[src/rtl/kcc_pkg.sv]
// Shared types and constants for the knob rotation and click classifier.
package kcc_pkg;

    localparam int unsigned COUNT_W = 16;
    localparam int unsigned STAMP_W = 32;
    localparam int unsigned CFG_W   = 16;
    localparam int unsigned CLICK_W = 2;

    localparam logic signed [COUNT_W-1:0] WRAP_LIMIT     = 16'sd1000;
    localparam logic signed [COUNT_W-1:0] WRAP_LIMIT_NEG = -16'sd1000;

    localparam logic [CFG_W-1:0]   LONG_PRESS_RESET   = 16'd1000;
    localparam logic [CFG_W-1:0]   DOUBLE_CLICK_RESET = 16'd300;
    localparam logic [CLICK_W-1:0] CLICKS_MAX         = 2'd3;

    typedef enum logic [0:0] {
        CFG_LONG_PRESS_LIMIT    = 1'b0,
        CFG_DOUBLE_CLICK_WINDOW = 1'b1
    } cfg_index_t;

    typedef enum logic [2:0] {
        EV_NONE  = 3'd0,
        EV_DOWN  = 3'd1,
        EV_UP    = 3'd2,
        EV_ENTER = 3'd3,
        EV_BACK  = 3'd4
    } event_t;

endpackage

[src/rtl/kcc_stream_if.sv]
// Valid/ready channel interfaces for poll samples and classified events.
interface kcc_sample_if;
    logic                               valid;
    logic                               ready;
    logic signed [kcc_pkg::COUNT_W-1:0] encoder_count;
    logic                               button_level;
    logic        [kcc_pkg::STAMP_W-1:0] now_ms;
    logic                               read_ok;

    modport source (output valid, encoder_count, button_level, now_ms, read_ok,
                    input ready);
    modport sink   (input valid, encoder_count, button_level, now_ms, read_ok,
                    output ready);
    modport mon    (input valid, ready, encoder_count, button_level, now_ms, read_ok);
endinterface

interface kcc_event_if;
    logic                  valid;
    logic                  ready;
    kcc_pkg::event_t       event_res;

    modport source (output valid, event_res, input ready);
    modport sink   (input valid, event_res, output ready);
    modport mon    (input valid, ready, event_res);
endinterface

[src/rtl/knob_rotation_and_click_classifier_top.sv]
// Knob rotation and click classifier: poll samples in, navigation events out.
//
//  channel     dir  handshake       payload
//  sample_ch   in   valid/ready     encoder_count, button_level, now_ms, read_ok
//  event_ch    out  valid/ready     event_res
//  cfg         in   cfg_we          cfg_index, cfg_data
//
//  One sample per cycle unless stalled; sample register feeds the event register.
//  The rate is set by the single classify stage between sample and event registers.
//  Every sample transfer yields exactly one event transfer.
//  A stalled event register holds the sample register; both drain in order.
//  Reset clears valid flags, click state and loads default limits.
module knob_rotation_and_click_classifier_top (
    input  logic                         clk,
    input  logic                         rst_n,
    input  logic                         cfg_we,
    input  kcc_pkg::cfg_index_t          cfg_index,
    input  logic [kcc_pkg::CFG_W-1:0]    cfg_data,
    kcc_sample_if.sink                   sample_ch,
    kcc_event_if.source                  event_ch
);

    logic                               s1_valid_reg;
    logic signed [kcc_pkg::COUNT_W-1:0] s1_count_reg;
    logic                               s1_btn_reg;
    logic        [kcc_pkg::STAMP_W-1:0] s1_now_reg;
    logic                               s1_ok_reg;

    logic                               out_valid_reg;
    kcc_pkg::event_t                    out_event_reg;

    logic [kcc_pkg::CFG_W-1:0]          long_press_limit_reg;
    logic [kcc_pkg::CFG_W-1:0]          double_click_window_reg;

    logic signed [kcc_pkg::COUNT_W-1:0] last_count_reg, last_count_next;
    logic                               pressed_reg, pressed_next;
    logic                               long_handled_reg, long_handled_next;
    logic [kcc_pkg::CLICK_W-1:0]        clicks_reg, clicks_next;
    logic [kcc_pkg::STAMP_W-1:0]        press_stamp_reg, press_stamp_next;
    logic [kcc_pkg::STAMP_W-1:0]        release_stamp_reg, release_stamp_next;
    kcc_pkg::event_t                    event_next;

    logic                               advance;
    logic                               sample_xfer;
    logic signed [kcc_pkg::COUNT_W-1:0] diff;
    logic                               rotated;
    logic                               turn_down;
    logic                               press_edge;
    logic                               held;
    logic [kcc_pkg::STAMP_W-1:0]        held_time;
    logic [kcc_pkg::STAMP_W-1:0]        idle_time;

    assign advance           = !out_valid_reg || event_ch.ready;
    assign sample_ch.ready   = !s1_valid_reg || advance;
    assign sample_xfer       = sample_ch.valid && sample_ch.ready;
    assign event_ch.valid    = out_valid_reg;
    assign event_ch.event_res = out_event_reg;

    assign diff      = s1_count_reg - last_count_reg;
    assign rotated   = (diff != '0);
    assign turn_down = ((diff > 0) && (diff <= kcc_pkg::WRAP_LIMIT))
                       || (diff < kcc_pkg::WRAP_LIMIT_NEG);

    always_comb
    begin
        last_count_next    = last_count_reg;
        pressed_next       = pressed_reg;
        long_handled_next  = long_handled_reg;
        clicks_next        = clicks_reg;
        press_stamp_next   = press_stamp_reg;
        release_stamp_next = release_stamp_reg;
        event_next         = kcc_pkg::EV_NONE;
        press_edge         = 1'b0;
        held               = 1'b0;
        held_time          = '0;
        idle_time          = '0;

        if (s1_ok_reg)
        begin
            if (rotated)
            begin
                last_count_next = s1_count_reg;
                event_next      = turn_down ? kcc_pkg::EV_DOWN : kcc_pkg::EV_UP;
            end
            else
            begin
                press_edge = s1_btn_reg && !pressed_reg;
                held       = pressed_reg || s1_btn_reg;
                if (press_edge)
                begin
                    press_stamp_next  = s1_now_reg;
                    long_handled_next = 1'b0;
                end

                held_time = s1_now_reg - press_stamp_next;
                if (held && !long_handled_next
                    && (held_time > {{(kcc_pkg::STAMP_W-kcc_pkg::CFG_W){1'b0}},
                                     long_press_limit_reg}))
                begin
                    event_next        = kcc_pkg::EV_BACK;
                    long_handled_next = 1'b1;
                    clicks_next       = '0;
                end

                pressed_next = held;
                if (!s1_btn_reg && held)
                begin
                    pressed_next = 1'b0;
                    if (!long_handled_next)
                    begin
                        if (clicks_next != kcc_pkg::CLICKS_MAX)
                        begin
                            clicks_next = clicks_next + 1'b1;
                        end
                        release_stamp_next = s1_now_reg;
                    end
                end

                idle_time = s1_now_reg - release_stamp_next;
                if ((clicks_next != '0) && !pressed_next)
                begin
                    if (clicks_next == 2'd1)
                    begin
                        if (idle_time > {{(kcc_pkg::STAMP_W-kcc_pkg::CFG_W){1'b0}},
                                         double_click_window_reg})
                        begin
                            event_next  = kcc_pkg::EV_ENTER;
                            clicks_next = '0;
                        end
                    end
                    else
                    begin
                        event_next  = kcc_pkg::EV_BACK;
                        clicks_next = '0;
                    end
                end
            end
        end
    end

    always_ff @(posedge clk or negedge rst_n)
    begin
        if (!rst_n)
        begin
            long_press_limit_reg    <= kcc_pkg::LONG_PRESS_RESET;
            double_click_window_reg <= kcc_pkg::DOUBLE_CLICK_RESET;
        end
        else if (cfg_we)
        begin
            unique case (cfg_index)
                kcc_pkg::CFG_LONG_PRESS_LIMIT:    long_press_limit_reg    <= cfg_data;
                kcc_pkg::CFG_DOUBLE_CLICK_WINDOW: double_click_window_reg <= cfg_data;
                default:                          ;
            endcase
        end
    end

    always_ff @(posedge clk or negedge rst_n)
    begin
        if (!rst_n)
        begin
            s1_valid_reg      <= 1'b0;
            out_valid_reg     <= 1'b0;
            last_count_reg    <= '0;
            pressed_reg       <= 1'b0;
            long_handled_reg  <= 1'b0;
            clicks_reg        <= '0;
            press_stamp_reg   <= '0;
            release_stamp_reg <= '0;
        end
        else
        begin
            if (sample_ch.ready)
            begin
                s1_valid_reg <= sample_ch.valid;
            end
            if (advance)
            begin
                out_valid_reg <= s1_valid_reg;
                if (s1_valid_reg)
                begin
                    last_count_reg    <= last_count_next;
                    pressed_reg       <= pressed_next;
                    long_handled_reg  <= long_handled_next;
                    clicks_reg        <= clicks_next;
                    press_stamp_reg   <= press_stamp_next;
                    release_stamp_reg <= release_stamp_next;
                end
            end
        end
    end

    always_ff @(posedge clk)
    begin
        if (sample_xfer)
        begin
            s1_count_reg <= sample_ch.encoder_count;
            s1_btn_reg   <= sample_ch.button_level;
            s1_now_reg   <= sample_ch.now_ms;
            s1_ok_reg    <= sample_ch.read_ok;
        end
        if (advance && s1_valid_reg)
        begin
            out_event_reg <= event_next;
        end
    end

endmodule

[src/flat_wrapper.sv]
// flat-port wrapper written by rule: the top's interface ports become plain ports
module knob_rotation_and_click_classifier_top_flat 
  (clk, rst_n, cfg_we, cfg_index, cfg_data, sample_ch_valid, sample_ch_encoder_count, sample_ch_button_level, sample_ch_now_ms, sample_ch_read_ok, sample_ch_ready, event_ch_valid, event_ch_event_res, event_ch_ready);
  kcc_sample_if sample_ch_i ();
  kcc_event_if event_ch_i ();
  input  logic clk;
  input  logic rst_n;
  input  logic cfg_we;
  input  kcc_pkg::cfg_index_t cfg_index;
  input  logic [kcc_pkg::CFG_W-1:0] cfg_data;
  input wire logic [$bits(sample_ch_i.valid)-1:0] sample_ch_valid;
  input wire logic [$bits(sample_ch_i.encoder_count)-1:0] sample_ch_encoder_count;
  input wire logic [$bits(sample_ch_i.button_level)-1:0] sample_ch_button_level;
  input wire logic [$bits(sample_ch_i.now_ms)-1:0] sample_ch_now_ms;
  input wire logic [$bits(sample_ch_i.read_ok)-1:0] sample_ch_read_ok;
  output wire logic [$bits(sample_ch_i.ready)-1:0] sample_ch_ready;
  output wire logic [$bits(event_ch_i.valid)-1:0] event_ch_valid;
  output wire logic [$bits(event_ch_i.event_res)-1:0] event_ch_event_res;
  input wire logic [$bits(event_ch_i.ready)-1:0] event_ch_ready;
  assign sample_ch_i.valid = sample_ch_valid;
  assign sample_ch_i.encoder_count = sample_ch_encoder_count;
  assign sample_ch_i.button_level = sample_ch_button_level;
  assign sample_ch_i.now_ms = sample_ch_now_ms;
  assign sample_ch_i.read_ok = sample_ch_read_ok;
  assign sample_ch_ready = sample_ch_i.ready;
  assign event_ch_valid = event_ch_i.valid;
  assign event_ch_event_res = event_ch_i.event_res;
  assign event_ch_i.ready = event_ch_ready;
  knob_rotation_and_click_classifier_top u_core (.clk(clk), .rst_n(rst_n), .cfg_we(cfg_we), .cfg_index(cfg_index), .cfg_data(cfg_data), .sample_ch(sample_ch_i), .event_ch(event_ch_i));
endmodule
[config.mk]
export PLATFORM = sky130hd
export DESIGN_NAME = knob_rotation_and_click_classifier_top_flat
export DESIGN_NICKNAME = d
export VERILOG_FILES = /design/src/rtl/kcc_pkg.sv /design/src/rtl/kcc_stream_if.sv /design/src/rtl/knob_rotation_and_click_classifier_top.sv /design/src/flat_wrapper.sv
export SDC_FILE = /design/constraint.sdc
export NUM_CORES = 1
export LEC_CHECK = 0
export CAP_MARGIN = 20
export CELL_PAD_IN_SITES_DETAIL_PLACEMENT = 1
export CELL_PAD_IN_SITES_GLOBAL_PLACEMENT = 1
export CORE_MARGIN = 5
export CORE_UTILIZATION = 54
export DETAILED_ROUTE_END_ITERATION = 10
export DONT_BUFFER_PORTS = 1
export HOLD_SLACK_MARGIN = 0.06
export PLACE_DENSITY_LB_ADDON = 0.1
export SYNTH_ARGS = -nofsm -noshare
export SYNTH_HDL_FRONTEND = slang
export SYNTH_SLANG_ARGS = --single-unit
[constraint.sdc]
create_clock -name clk -period 32 [get_ports clk]
set_clock_uncertainty 0.1 [all_clocks]
set_input_delay 9.6 -clock clk [delete_from_list [all_inputs] [get_ports clk]]
set_output_delay 9.6 -clock clk [all_outputs]
set_load 0.02 [all_outputs]
==> key figures <==
Yosys
  – Leading post-synthesis cells by cell area: dfrtp_1 (21%), edfxtp_1 (12%), ha_1 (9.4%)
  – Fraction of the yosys area taken by sequential cells: 35.6%
  – Post-synthesis instance area: 0.0128 mm²
  – Post-Synthesis Mean Instance Area: about 8.9 µm²
  – Leading cell types by count after synthesis: nand2_1 (175), o21ai_0 (141), dfrtp_1 (108)
  – Commonest register cell after synthesis: dfrtp_1
  – Synthesized net count: 1605
  – Async S/R FF share, synth: 69.0%
  – Synth unique cells: 98
  – Number of enable flip-flop cells after synthesis: 53
  – Number of standard cells after synthesis: 1435
  – Yosys top cell by area: dfrtp_1
  – Post-synthesis sequential element count: 171
  – Warning count from the yosys run: 0
  – Top-area cell type share of the netlist area: between 20% and 30%
  – Most frequently used cell type in the post-synthesis netlist: nand2_1

Global routing
  – Number of antenna violations at the first check in global routing: 2
  – First-pass GRT wire length: 59.7 mm
  – Vias in the first global route: 11500
  – Overflow after GRT: 0
  – Overall routing resource usage: 28.0%
  – Pin count of the biggest net entering global routing: approximately 120

Pwr
  – Power per standard cell area: about 47 mW/mm²
  – P_int: around 0.42 mW
  – Max IR drop VDD: 0.0000352 V
  – Part of the power in combinational logic: 26.6%
  – Register share of total power: 39.8%
  – Leakage Power: 5.81 nW
  – Switch Pwr: approximately 0.23 mW
  – Proportion of power drawn by the clock network: 33.7%
  – Switching part of the total: 35.2%

STA
  – Share of the clock period used by the worst path after layout: just over 60%
  – Transition time at the pin with the least slew margin: 1010 ps
  – Summed negative setup slack over all endpoints: 0 ps
  – Final-layout worst hold slack: just under 400 ps
  – Post-layout minimum cycle time: 19600 ps
  – Setup repair after global routing missed its margin: false
  – Endpoints failing setup: 0
  – Max-slew headroom: roughly a third
  – Max-slew violation total from the final report: 0
  – PnR worst setup slack: 12410 ps
  – Highest clock frequency the design can meet: 51.0 MHz
  – Number of hold-slack violations in the final timing report: 0

Worst setup path
  – Largest stage delay, worst path: 290 ps
  – Worst setup EP type: output pin
  – Sequence of cells on the critical path: nand3b_1
  – Critical Path Source Type: input port
  – Crit path buf inv count: 0
  – Kind of cell adding the most delay to the critical path: simple AND/OR/NAND/NOR gates
  – Arrival time at the worst endpoint: between 9000 and 10000 ps
  – Path type of the worst setup path: input port to output pin
  – Register-to-Register Path Depth: 53
  – Slowest stage cell on the critical path: nand3b_1
  – Biggest fanout along the worst timing path: 3
  – Worst path depth: 1
  – Data required time at the worst endpoint: approximately 22000 ps

Clocking
  – Hold bufs inserted after CTS: 0
  – Clock transition at the registers of the reported paths: roughly 70 ps
  – Clock net sink count: 171
  – Number of gates given a new drive strength after cts: 0
  – Maximum root-to-sink buffer count: 2
  – Deepest level of the CTS H-tree: 4
  – Clock tree root buffer cell: clkbuf_16
  – Later-pin clock latency in the skew report: 450 ps
  – CTS tree: done
  – Total clock buffers created by CTS: 17
  – Setup repair bufs after CTS: 0

Route
  – DR DRC count: 0
  – Vias: around 11000
  – DR iter-0 viols: 593
  – DRT Pass-1 Iters: 7
  – Routed wire length per instance: 21.1 µm
  – Total wire length: 36.5 mm
  – Antenna Nets Post-Route: 0
  – Detail-routed via count per cell: 6.20

Hold path
  – Hold Crit Class: register to register
  – Hold path depth: 2

Floorplan
  – Placeable Area: 0.0234 mm²
  – Vertical extent of the die: 164 µm
  – Overall die area: roughly 0.027 mm²
  – Effective utilization at floorplan: between 50% and 60%
  – I/O pin count: 77
  – Die outline width: 164 µm
  – Placement Rows: 56

Final layout
  – Post-layout net count: ~1600
  – Core utilization of the finished layout: 58.1%
  – Area added between synthesis and finish: 6.39%
  – Sequential cell area: 0.00456 mm²
  – Fill cell instance count of the final layout: between 2000 and 3000
  – Fraction of layout instances using a drive strength above 1: 8.28%
  – Area of the multi-input gates: approximately 0.0077 mm²
  – Design area: around 0.014 mm²

Place
  – Post-DP HPWL: 27.5 mm
  – Worst slack after detailed placement: 12400 ps
  – Placement Cell Area: 0.0130 mm²
  – Port buffer count: 0
  – Routability-driven placement congestion ratio: 0.867

Flow run
  – Max-cap violations: 0

Outcome
  – Status: finished, final reports clean
-- metrics by stage --
stage | power [mW] | instances
after floorplan | 0.382 | 1435
final | 0.642 | 1733
after detailed placement | 0.427 | 1700
after CTS | 0.646 | 1732
after global placement | 0.418 | 1700
after global routing | 0.677 | 1733
-- kinds of logic (layout without fill, tap and decap cells) --
| kind of cell | after synthesis | after routing | synth area share, % |
|---|---|---|---|
| simple gates | 444 | 444 | 16.8 |
| compound gates | 413 | 413 | 20.6 |
| flops | 171 | 171 | 35.6 |
| buf+inv | 146 | 124 | 4.55 |
| fa+ha+maj | 111 | 111 | 10.8 |
| mux | 88 | 88 | 7.33 |
| xor+xnor | 62 | 62 | 4.25 |
| other cells | 0 | 1 | 0 |
-- worst min-delay path, delay by kind of cell (launching register included) --
kind,cells,cell delay [ps]
AOI/OAI and AO/OA,1,60
DFF,1,350
and+or+nand+nor,1,50
-- final cells by class --
| type | instances | area share [%] |
|---|---|---|
| Antenna cell | 1 | 0.0184 |
| Sequential cell | 171 | 33.5 |
| Multi-Input combinational cell | 1118 | 56.3 |
| Clock buffer | 17 | 3.13 |
| Inverter | 85 | 2.35 |
| Tap cell | 319 | 2.93 |
| Timing Repair Buffer | 7 | 0.386 |
| Clock inverter | 15 | 1.40 |
-- routing by layer --
metal | GRT usage, % | routed length [µm] | share of wire, %
met1 | 35.8 | 16100 | 44
met2 | 48.6 | 17800 | 49
met3 | 4.84 | 1670 | 4.6
met4 | 8.65 | 932 | 2.6
met5 | 0 | 13 | 0.036
-- power by group through the flow --
| stage | registers (mW) | clock network, mW | logic (mW) |
|---|---|---|---|
| 2_1_floorplan | 0.253 | 0 | 0.129 |
| 5_1_grt | 0.257 | 0.229 | 0.191 |
| 3_3_place_gp | 0.258 | 0 | 0.159 |
| 4_1_cts | 0.255 | 0.221 | 0.170 |
| 3_5_place_dp | 0.259 | 0 | 0.167 |
| 6_report | 0.255 | 0.216 | 0.171 |
-- final timing paths --
path	startpoint	end	slack, ps
hold / removal	u_core.release_stamp_reg[3]$_DFFE_PN0P_	u_core.release_stamp_reg[3]$_DFFE_PN0P_	390
setup reg to reg	u_core.s1_btn_reg$_DFFE_PP_	u_core.event_ch.event_res[1]$_SDFFCE_PN0P_	18330
max in group asynchronous	rst_n	u_core.double_click_window_reg[8]$_DFFE_PN1P_	22820
min in group asynchronous	rst_n	u_core.long_press_limit_reg[4]$_DFFE_PN0P_	8750
setup / recovery	event_ch_ready	sample_ch_ready	12410
hold reg to reg	u_core.release_stamp_reg[3]$_DFFE_PN0P_	u_core.release_stamp_reg[3]$_DFFE_PN0P_	390
-- cell usage in the layout (no fill, tap or decap), types with 24 or more instances in the layout --
cell type	count
nand2_1	175
o21ai_0	141
dfrtp_1	108
ha_1	96
a21oi_1	89
inv_1	84
nor2_1	80
edfxtp_1	53
mux2i_1	52
mux2_2	35
xnor2_1	32
xor2_1	30
nor2b_1	28
nand3_1	28
a21o_1	24
nor3_1	24
Power figures use the tool's default switching activity.
